===== src/rtl/core/ecn_pkg.sv =====
package ecn_pkg;

   localparam logic [2:0] MODE_SAMPLE        = 3'd0;
   localparam logic [2:0] MODE_START_CALIB   = 3'd1;
   localparam logic [2:0] MODE_CANCEL_CALIB  = 3'd2;
   localparam logic [2:0] MODE_START_CAPTURE = 3'd3;
   localparam logic [2:0] MODE_STOP_CAPTURE  = 3'd4;

   localparam logic [1:0] REG_REST_PHASE     = 2'd0;
   localparam logic [1:0] REG_CONTRACT_PHASE = 2'd1;
   localparam logic [1:0] REG_MIN_RANGE      = 2'd2;

   localparam int unsigned MODE_BITS = 3;
   localparam int unsigned TIME_BITS = 32;
   localparam int unsigned DUR_BITS  = 16;
   localparam int unsigned PCT_SCALE = 100;

   typedef enum logic [5:0] {
      ST_IDLE  = 6'b000001,
      ST_DECIDE = 6'b000010,
      ST_DIV   = 6'b000100,
      ST_PMUL  = 6'b001000,
      ST_FINAL = 6'b010000,
      ST_OUT   = 6'b100000
   } back_state_type;

endpackage


===== src/rtl/core/emg_calibrate_normalize_core.sv =====
// Each transaction passes ST_IDLE, ST_DECIDE and ST_OUT; a sample that completes
// calibration also passes ST_FINAL, and a baseline or percentage runs the 36-step
// shift-subtract divider. The back end takes no new transaction until its last
// result is accepted; a two-entry queue in front accepts up to two more meanwhile.
// Reset is synchronous and active high; it clears the control state and restores
// the register defaults.
module emg_calibrate_normalize_core import ecn_pkg::*; #(
   parameter int unsigned SAMPLE_BITS = 12,
   parameter int unsigned COUNT_BITS = 16,
   parameter int unsigned FRAC_BITS = 8
) (
   input  logic        clock,
   input  logic        reset,
   input  logic        req_tvalid,
   output logic        req_tready,
   // mode[2:0], raw_sample, now_ms[31:0], zero fill
   input  logic [((MODE_BITS+SAMPLE_BITS+TIME_BITS+7)/8)*8-1:0] req_tdata,
   output logic        rsp_tvalid,
   input  logic        rsp_tready,
   // value
   output logic [((SAMPLE_BITS+7)/8)*8-1:0] rsp_tdata,
   // value_valid, is_percent, calibrated_now, calibrating_now, phase_now,
   // start_refused, calib_finished, calib_failed
   output logic [7:0]  rsp_tuser,
   input  logic        csr_we,
   input  logic [1:0]  csr_index,
   input  logic [15:0] csr_wdata
);
   localparam int unsigned QW = MODE_BITS + SAMPLE_BITS + TIME_BITS;
   localparam int unsigned OW = ((SAMPLE_BITS + 7) / 8) * 8;

   logic [DUR_BITS-1:0]    rest_ff, contract_ff;
   logic [SAMPLE_BITS-1:0] minr_ff;
   logic                   q_valid, q_ready;
   logic [QW-1:0]          q_item;
   logic [SAMPLE_BITS-1:0] value;

   always_ff @(posedge clock) begin
      if (reset) begin
         rest_ff <= 16'd10000;
         contract_ff <= 16'd5000;
         minr_ff <= SAMPLE_BITS'(100);
      end else if (csr_we) begin
         case (csr_index)
            REG_REST_PHASE:     rest_ff <= csr_wdata;
            REG_CONTRACT_PHASE: contract_ff <= csr_wdata;
            REG_MIN_RANGE:      minr_ff <= SAMPLE_BITS'(csr_wdata[11:0]);
            default: ;
         endcase
      end
   end

   ecn_front #(.QW(QW)) u_front (
      .clock(clock), .reset(reset),
      .in_valid(req_tvalid), .in_ready(req_tready), .in_item(req_tdata[QW-1:0]),
      .q_valid(q_valid), .q_ready(q_ready), .q_item(q_item)
   );

   ecn_back #(.SAMPLE_BITS(SAMPLE_BITS), .COUNT_BITS(COUNT_BITS),
              .FRAC_BITS(FRAC_BITS), .QW(QW)) u_back (
      .clock(clock), .reset(reset),
      .q_valid(q_valid), .q_ready(q_ready), .q_item(q_item),
      .rest_ms(rest_ff), .contract_ms(contract_ff), .min_range(minr_ff),
      .out_valid(rsp_tvalid), .out_ready(rsp_tready),
      .out_value(value), .out_flags(rsp_tuser)
   );

   assign rsp_tdata = OW'(value);
endmodule


===== src/rtl/core/ecn_front.sv =====
module ecn_front import ecn_pkg::*; #(
   parameter int unsigned QW = 47
) (
   input  logic          clock,
   input  logic          reset,
   input  logic          in_valid,
   output logic          in_ready,
   input  logic [QW-1:0] in_item,
   output logic          q_valid,
   input  logic          q_ready,
   output logic [QW-1:0] q_item
);
   logic [QW-1:0] slot_ff [2];
   logic [QW-1:0] slot_in [2];
   logic [1:0] cnt_ff, cnt_in;
   logic push, pop;

   assign in_ready = (cnt_ff != 2'd2);
   assign q_valid  = (cnt_ff != 2'd0);
   assign q_item   = slot_ff[0];
   assign push = in_valid && in_ready;
   assign pop  = q_valid && q_ready;

   always_comb begin
      slot_in[0] = slot_ff[0];
      slot_in[1] = slot_ff[1];
      cnt_in = cnt_ff;
      if (pop) begin
         slot_in[0] = slot_ff[1];
         cnt_in = cnt_in - 2'd1;
      end
      if (push) begin
         slot_in[cnt_in[0]] = in_item;
         cnt_in = cnt_in + 2'd1;
      end
   end

   always_ff @(posedge clock) begin
      slot_ff[0] <= slot_in[0];
      slot_ff[1] <= slot_in[1];
      if (reset) begin
         cnt_ff <= 2'd0;
      end else begin
         cnt_ff <= cnt_in;
      end
   end
endmodule


===== src/rtl/core/ecn_divider.sv =====
module ecn_divider #(
   parameter int unsigned NW = 36,
   parameter int unsigned DW = 24
) (
   input  logic          clock,
   input  logic          reset,
   input  logic          start,
   input  logic [NW-1:0] numer,
   input  logic [DW-1:0] denom,
   output logic          done,
   output logic [NW-1:0] quot
);
   localparam int unsigned CW = $clog2(NW + 1);
   logic [NW-1:0] q_ff, q_in;
   logic [DW:0]   r_ff, r_in;
   logic [DW-1:0] d_ff;
   logic [CW-1:0] n_ff;
   logic          busy_ff;
   logic [DW:0]   trial;

   assign quot = q_ff;
   assign done = busy_ff && (n_ff == CW'(0));

   always_comb begin
      trial = {r_ff[DW-1:0], q_ff[NW-1]};
      q_in = {q_ff[NW-2:0], 1'b0};
      r_in = trial;
      if (trial >= {1'b0, d_ff}) begin
         r_in = trial - {1'b0, d_ff};
         q_in[0] = 1'b1;
      end
   end

   always_ff @(posedge clock) begin
      if (reset) begin
         busy_ff <= 1'b0;
      end else if (start) begin
         busy_ff <= 1'b1;
         q_ff <= numer;
         r_ff <= '0;
         d_ff <= denom;
         n_ff <= CW'(NW);
      end else if (busy_ff) begin
         if (n_ff == CW'(0)) begin
            busy_ff <= 1'b0;
         end else begin
            q_ff <= q_in;
            r_ff <= r_in;
            n_ff <= n_ff - CW'(1);
         end
      end
   end
endmodule


===== src/rtl/core/ecn_back.sv =====
module ecn_back import ecn_pkg::*; #(
   parameter int unsigned SAMPLE_BITS = 12,
   parameter int unsigned COUNT_BITS = 16,
   parameter int unsigned FRAC_BITS = 8,
   parameter int unsigned QW = 47
) (
   input  logic                   clock,
   input  logic                   reset,
   input  logic                   q_valid,
   output logic                   q_ready,
   input  logic [QW-1:0]          q_item,
   input  logic [DUR_BITS-1:0]    rest_ms,
   input  logic [DUR_BITS-1:0]    contract_ms,
   input  logic [SAMPLE_BITS-1:0] min_range,
   output logic                   out_valid,
   input  logic                   out_ready,
   output logic [SAMPLE_BITS-1:0] out_value,
   output logic [7:0]             out_flags
);
   localparam int unsigned SUMW = SAMPLE_BITS + COUNT_BITS;
   localparam int unsigned BQW  = SAMPLE_BITS + FRAC_BITS;
   localparam int unsigned NW   = SUMW + FRAC_BITS;
   localparam int unsigned DW   = (COUNT_BITS > BQW + 1) ? COUNT_BITS : BQW + 1;
   localparam int unsigned PW   = BQW + 7;
   localparam logic [COUNT_BITS-1:0] CMAX = '1;

   back_state_type st_ff;
   logic cap_ff, calg_ff, cald_ff, ph_ff;
   logic [TIME_BITS-1:0]   pst_ff;
   logic [SUMW-1:0]        sum_ff;
   logic [COUNT_BITS-1:0]  cnt_ff;
   logic [SAMPLE_BITS-1:0] rmax_ff, peak_ff;
   logic [BQW-1:0]         base_ff;
   logic [MODE_BITS-1:0]   mode_ff;
   logic [SAMPLE_BITS-1:0] raw_ff;
   logic [TIME_BITS-1:0]   now_ff;
   logic [SAMPLE_BITS-1:0] val_ff;
   logic vld_ff, pct_ff, ref_ff, fin_ff, fail_ff, div_base_ff;
   logic [PW-1:0]          pnum_ff;
   logic [BQW:0]           pden_ff;

   logic                   dstart, ddone;
   logic [NW-1:0]          dnum, dquot;
   logic [DW-1:0]          dden;

   logic [SUMW-1:0]        sum_acc;
   logic [COUNT_BITS-1:0]  cnt_acc;
   logic [SAMPLE_BITS-1:0] rmax_acc;
   logic [TIME_BITS-1:0]   elapsed;
   logic [BQW:0]           rq, pq;
   logic [BQW+1:0]         thr;

   logic [SAMPLE_BITS-1:0] dec_val;
   logic                   dec_vld, dec_pct, dec_ref, dec_fin, dec_base, dec_div;
   back_state_type         dec_st;

   ecn_divider #(.NW(NW), .DW(DW)) u_div (
      .clock(clock), .reset(reset), .start(dstart),
      .numer(dnum), .denom(dden), .done(ddone), .quot(dquot)
   );

   assign q_ready   = (st_ff == ST_IDLE) && !out_valid;
   assign out_valid = (st_ff == ST_OUT);
   assign out_value = val_ff;
   assign out_flags = {fail_ff, fin_ff, ref_ff, ph_ff, calg_ff, cald_ff, pct_ff, vld_ff};

   always_comb begin
      sum_acc = sum_ff;
      cnt_acc = cnt_ff;
      if (cnt_ff != CMAX) begin
         sum_acc = sum_ff + SUMW'(raw_ff);
         cnt_acc = cnt_ff + COUNT_BITS'(1);
      end
      rmax_acc = (raw_ff > rmax_ff) ? raw_ff : rmax_ff;
      elapsed = now_ff - pst_ff;
      rq  = {1'b0, raw_ff, {FRAC_BITS{1'b0}}};
      pq  = {1'b0, peak_ff, {FRAC_BITS{1'b0}}};
      thr = (BQW+2)'(base_ff) + (BQW+2)'({min_range, {FRAC_BITS{1'b0}}});
      dstart = 1'b0;
      dnum = '0;
      dden = '0;
      if (st_ff == ST_DECIDE && div_base_ff) begin
         dstart = 1'b1;
         dnum = {sum_ff, {FRAC_BITS{1'b0}}};
         dden = DW'(cnt_ff);
      end else if (st_ff == ST_PMUL) begin
         dstart = 1'b1;
         dnum = NW'(pnum_ff);
         dden = DW'(pden_ff);
      end
   end

   always_comb begin
      dec_val  = '0;
      dec_vld  = 1'b0;
      dec_pct  = 1'b0;
      dec_ref  = 1'b0;
      dec_fin  = 1'b0;
      dec_base = 1'b0;
      dec_div  = 1'b0;
      case (mode_ff)
         MODE_SAMPLE: begin
            if (calg_ff) begin
               if (!div_base_ff && cnt_acc != '0) begin
                  if (!ph_ff && elapsed >= TIME_BITS'(rest_ms)) begin
                     dec_base = 1'b1;
                  end else if (ph_ff && elapsed >= TIME_BITS'(contract_ms)) begin
                     dec_fin = 1'b1;
                  end
               end
            end else if (cap_ff) begin
               dec_vld = 1'b1;
               if (cald_ff) begin
                  dec_pct = 1'b1;
                  if (rq <= {1'b0, base_ff}) begin
                     dec_val = '0;
                  end else if (raw_ff >= peak_ff || pq <= {1'b0, base_ff}) begin
                     dec_val = SAMPLE_BITS'(PCT_SCALE);
                  end else begin
                     dec_div = 1'b1;
                  end
               end else begin
                  dec_val = raw_ff;
               end
            end
         end
         MODE_START_CALIB: dec_ref = cap_ff || calg_ff;
         default: ;
      endcase
      if (div_base_ff) begin
         dec_st = ST_DIV;
      end else if (dec_base) begin
         dec_st = ST_DECIDE;
      end else if (dec_fin) begin
         dec_st = ST_FINAL;
      end else if (dec_div) begin
         dec_st = ST_PMUL;
      end else begin
         dec_st = ST_OUT;
      end
   end

   always_ff @(posedge clock) begin
      if (reset) begin
         st_ff <= ST_IDLE;
         cap_ff <= 1'b0; calg_ff <= 1'b0; cald_ff <= 1'b0; ph_ff <= 1'b0;
         pst_ff <= '0; sum_ff <= '0; cnt_ff <= '0; rmax_ff <= '0;
         base_ff <= '0; peak_ff <= '1;
         div_base_ff <= 1'b0;
      end else begin
         case (st_ff)
            ST_IDLE: begin
               if (q_valid && q_ready) begin
                  mode_ff <= q_item[MODE_BITS-1:0];
                  raw_ff  <= q_item[MODE_BITS +: SAMPLE_BITS];
                  now_ff  <= q_item[MODE_BITS+SAMPLE_BITS +: TIME_BITS];
                  st_ff   <= ST_DECIDE;
               end
            end
            ST_DECIDE: begin
               val_ff <= dec_val; vld_ff <= dec_vld; pct_ff <= dec_pct;
               ref_ff <= dec_ref; fin_ff <= dec_fin; fail_ff <= 1'b0;
               div_base_ff <= dec_base;
               st_ff <= dec_st;
               case (mode_ff)
                  MODE_SAMPLE: begin
                     if (calg_ff && !div_base_ff) begin
                        sum_ff <= sum_acc; cnt_ff <= cnt_acc; rmax_ff <= rmax_acc;
                        if (dec_base) begin
                           ph_ff <= 1'b1;
                           pst_ff <= now_ff;
                        end else if (dec_fin) begin
                           peak_ff <= rmax_acc;
                           calg_ff <= 1'b0;
                        end
                     end else if (dec_div) begin
                        pnum_ff <= PW'(rq - {1'b0, base_ff}) * PW'(PCT_SCALE);
                        pden_ff <= pq - {1'b0, base_ff};
                     end
                  end
                  MODE_START_CALIB: begin
                     if (!dec_ref) begin
                        calg_ff <= 1'b1; ph_ff <= 1'b0; pst_ff <= now_ff;
                        sum_ff <= '0; cnt_ff <= '0; rmax_ff <= '0; cald_ff <= 1'b0;
                     end
                  end
                  MODE_CANCEL_CALIB: begin
                     if (calg_ff) begin
                        calg_ff <= 1'b0; ph_ff <= 1'b0;
                        sum_ff <= '0; cnt_ff <= '0; rmax_ff <= '0;
                     end
                  end
                  MODE_START_CAPTURE: cap_ff <= 1'b1;
                  MODE_STOP_CAPTURE:  cap_ff <= 1'b0;
                  default: ;
               endcase
            end
            ST_DIV: begin
               if (ddone) begin
                  if (pct_ff) begin
                     val_ff <= SAMPLE_BITS'(dquot);
                  end else begin
                     base_ff <= BQW'(dquot);
                     sum_ff <= '0; cnt_ff <= '0; rmax_ff <= '0;
                  end
                  st_ff <= ST_OUT;
               end
            end
            ST_PMUL: st_ff <= ST_DIV;
            ST_FINAL: begin
               cald_ff <= ((BQW+2)'(pq) > thr);
               fail_ff <= !((BQW+2)'(pq) > thr);
               sum_ff <= '0; cnt_ff <= '0; rmax_ff <= '0;
               st_ff <= ST_OUT;
            end
            ST_OUT: begin
               if (out_ready) st_ff <= ST_IDLE;
            end
            default: st_ff <= ST_IDLE;
         endcase
      end
   end
endmodule


===== config.mk =====
export PLATFORM = sky130hd
export DESIGN_NAME = emg_calibrate_normalize_core
export DESIGN_NICKNAME = d
export VERILOG_FILES = /design/src/rtl/core/ecn_pkg.sv /design/src/rtl/core/emg_calibrate_normalize_core.sv /design/src/rtl/core/ecn_front.sv /design/src/rtl/core/ecn_divider.sv /design/src/rtl/core/ecn_back.sv
export SDC_FILE = /design/constraint.sdc
export NUM_CORES = 1
export LEC_CHECK = 0
export ABC_AREA = 1
export BUFFER_PORTS_ARGS = -buffer_cell sky130_fd_sc_hd__buf_2
export CELL_PAD_IN_SITES_DETAIL_PLACEMENT = 1
export CELL_PAD_IN_SITES_GLOBAL_PLACEMENT = 1
export CORE_MARGIN = 8
export CORE_UTILIZATION = 48
export DETAILED_ROUTE_END_ITERATION = 8
export PLACE_DENSITY_LB_ADDON = 0.05
export SLEW_MARGIN = 20
export SYNTH_ARGS = -nofsm -noshare
export SYNTH_HDL_FRONTEND = slang
export SYNTH_SLANG_ARGS = --single-unit

===== constraint.sdc =====
create_clock -name clock -period 7.3 [get_ports clock]
set_input_delay 1.46 -clock clock [delete_from_list [all_inputs] [get_ports clock]]
set_output_delay 1.46 -clock clock [all_outputs]
set_load 0.05 [all_outputs]

==> results.yml <==
layout:
  final_common_cell: "nand2_1"
  mostFrequentLayoutCells: "nand2_1, inv_1, a21oi_1"
  fin_nets: 3811
  fillCellCount: 7019
  multiInputGateArea_um2: 13500
  drive_gt1_frac: 0.0658
  final_util: 0.533
  antenna_cells: 0
  area_delta_synth_final_pct: 10.7
  seqCellArea_um2: 11700
  fin_cells: 4293
logic_synthesis:
  synthCells: 3421
  synth.ff_latch_count: 463
  ys_async_sr_fraction: 0
  synth_edf_count: 238
  synth_warnings: 0
  ys_types: 61
  netlist_area_um2: 27600
  yosysSeqAreaShare: 0.423
  postSynthAreaPerCell_um2: 8.06
  synth_ff_type: "edfxtp_1"
route:
  viasPerCell: 5.50
  drtIter0Drc: 1071
  drc_errors: 0
  wl_um: 85600
  firstDrtPassIters: 5
  wl_per_cell_um: 19.9
  antenna_left: 0
  vias: 23600
power:
  vdd_drop_max_mv: 0.417
  power_frac_seq: 0.335
  clkPwrFrac: 0.263
  p_leak_nw: 13.4
  total_power_mw: 10.4
  p_sw_frac: 0.394
  intPower_mw: 6.31
  pwr-share-comb: 0.402
  p_switching_mw: 4.10
  pwr_density_cell_nw_per_um2: 341
sta:
  finalHoldViolCount: 0
  fin_ws_ps: 1650
  period_minus_slack_ps: 5650
  final.setup_skew_ps: 40.5
  maxSlewViolCount: 0
  fin_tns_setup_ps: 0
  relSlewSlack: 0.321
  rsz0062_at_grt: "no"
  fmax_mhz: 177
  tightest_slew_ps: 1010
  setup_viol: 0
  fin_crit_sh: 0.774
placed_design:
  dp.cells: 4194
  portBuffers: 91
  finalWeightedCongestion: 0.957
  dpl_worst_slack_ps: 1550
  dp_hpwl_um: 66100
clocking:
  cts_hold_buf: 0
  cts_tree: "done"
  htree_levels: 2
  postCtsSetupBuffers: 0
  clock_sinks: 463
  clk_path_buf_depth: 3
  clkTransAtPathRegs_ps: 60
  clockRootBuffer: "clkbuf_16"
  cts_resized: 0
  numCtsBuffers: 52
  clock_latency_ps: 640
worst_setup_path:
  critPathBufInv: 3
  slowest_stage: "fa_1"
  cp-end-kind: "register"
  critical_path.top_delay_family: "simple AND/OR/NAND/NOR gates"
  required_ps: 7670
  max_stage_delay_ps: 500
  path_common_cell: "nand2_1"
  path_max_fanout: 8
  crit_arrival_ps: 6020
  critPathLaunch: "u_back.base_ff[0]"
  r2r-start: "u_back.base_ff[0]"
  cp-start-kind: "register"
  setup.worst_path.class: "reg -> reg"
min_path:
  worstHoldPathType: "reg -> reg"
  min_from: "u_front.slot_ff[0][43]"
outcome:
  status: "finished, final reports clean"
global_route:
  track_usage: 0.257
  antenna_found_initial: 0
  grt_pass1_vias: 25100
  grt_start_max_net_pins: 95
  grt-ovfl-total: 0
  grt_first_pass_wirelength_um: 136000
die:
  die_w_um: 256
  core_region_area_um2: 57300
  die_area_um2: 65300
  rows: 88
  die_height_um: 256
  start_util: 0.481
  io_pins: 97
flow_run:
  max_cap_violations: 0
==> stage by stage <==
stage | instance area [um2] | hold slack (ps)
floorplan | 27600 | 409
global placement | 28700 | 415
detailed placement | 28700 | 417
CTS | 30500 | 433
global route | 30500 | 443
finish | 30500 | 432
==> path summary, 6_finish.rpt <==
path              depth (start not counted)  slack (ps)            endpoint
setup / recovery                         26        1650  u_back.pnum_ff[24]
hold / removal                            0         430   u_back.now_ff[28]
setup reg to reg                         26        1650  u_back.pnum_ff[24]
hold reg to reg                           0         430   u_back.now_ff[28]
==> power by group through the flow <==
stage               clock network [mW]  registers [mW]  logic [mW]
floorplan                            0            3.45        3.09
global placement                     0            3.52        4.03
detailed placement                   0            3.53        4.19
CTS                               2.79            3.49        4.25
global route                      2.87            3.52        4.84
finish                            2.73            3.48        4.18
==> per-layer routing <==
layer,share of wire,GRT usage,wire length [um],vias up
met5,0,0,0,-
li1,-,-,-,11500
met1,0.41,0.302,35500,11500
met3,0.037,0.0315,3170,186
met4,0.042,0.105,3630,0
met2,0.51,0.469,43300,447
==> layout make-up <==
type,instances,area share
clock inverters,35,0.0135
clock buffers,63,0.0443
flip-flops and latches,463,0.382
repair buffers,116,0.0218
inverters,530,0.0652
well taps,765,0.0314
multi-input cells,2321,0.442
==> cells in the mapped netlist, types with 3 or more instances <==
library cell	n	area, um2
a211oi_1	11	82.6
a21boi_0	6	45.0
a21o_1	10	75.1
a21oi_1	287	1440
a22o_1	5	43.8
a31oi_1	60	375
a41oi_1	3	26.3
buf_1	5	18.8
buf_2	7	35.0
buf_4	16	120
buf_6	5	56.3
clkbuf_1	77	289
clkinv_1	3	11.3
dfxtp_1	225	4500
edfxtp_1	238	7150
fa_1	24	480
ha_1	232	2900
inv_1	523	1960
inv_2	4	15.0
nand2_1	774	2910
nand2_2	3	18.8
nand3_1	216	1080
nand3b_1	6	45.0
nand4_1	22	138
nor2_1	227	852
nor2_2	3	18.8
nor3_1	56	280
nor3b_1	3	22.5
nor4_1	7	43.8
o211ai_1	27	203
o21ai_0	156	781
o21ai_1	4	20.0
o21bai_1	10	75.1
o221ai_1	4	35.0
o22ai_1	11	68.8
o32ai_1	9	78.8
or2_2	4	25.0
xnor2_1	33	289
xor2_1	75	657
==> worst register-to-register path: stages, from the launching register on <==
cell,delay (ps)
dfxtp_1,410
inv_1,120
ha_1,210
nand3_1,130
nor3_1,300
nand2_1,160
nor3_1,410
a21oi_1,210
o21ai_2,230
xor2_1,300
ha_1,290
ha_1,270
inv_1,50
fa_1,500
inv_1,40
ha_1,380
nand2_1,100
nor2_1,220
nand2_1,80
o211ai_1,110
a31oi_1,120
o21ai_0,320
nand3_1,110
nand2_1,120
nand3_1,90
nand2_1,80
xor2_1,60
==> cell families after synthesis <==
| family | share of synthesized area |
|---|---|
| adder cells (fa/ha/maj) | 0.123 |
| AND/OR/NAND/NOR | 0.202 |
| buffers and inverters | 0.0910 |
| flip-flops | 0.423 |
| AO/OA/AOI/OAI | 0.127 |
| other | 0.000136 |
| XOR/XNOR | 0.0343 |
Power figures use the tool's default switching activity.
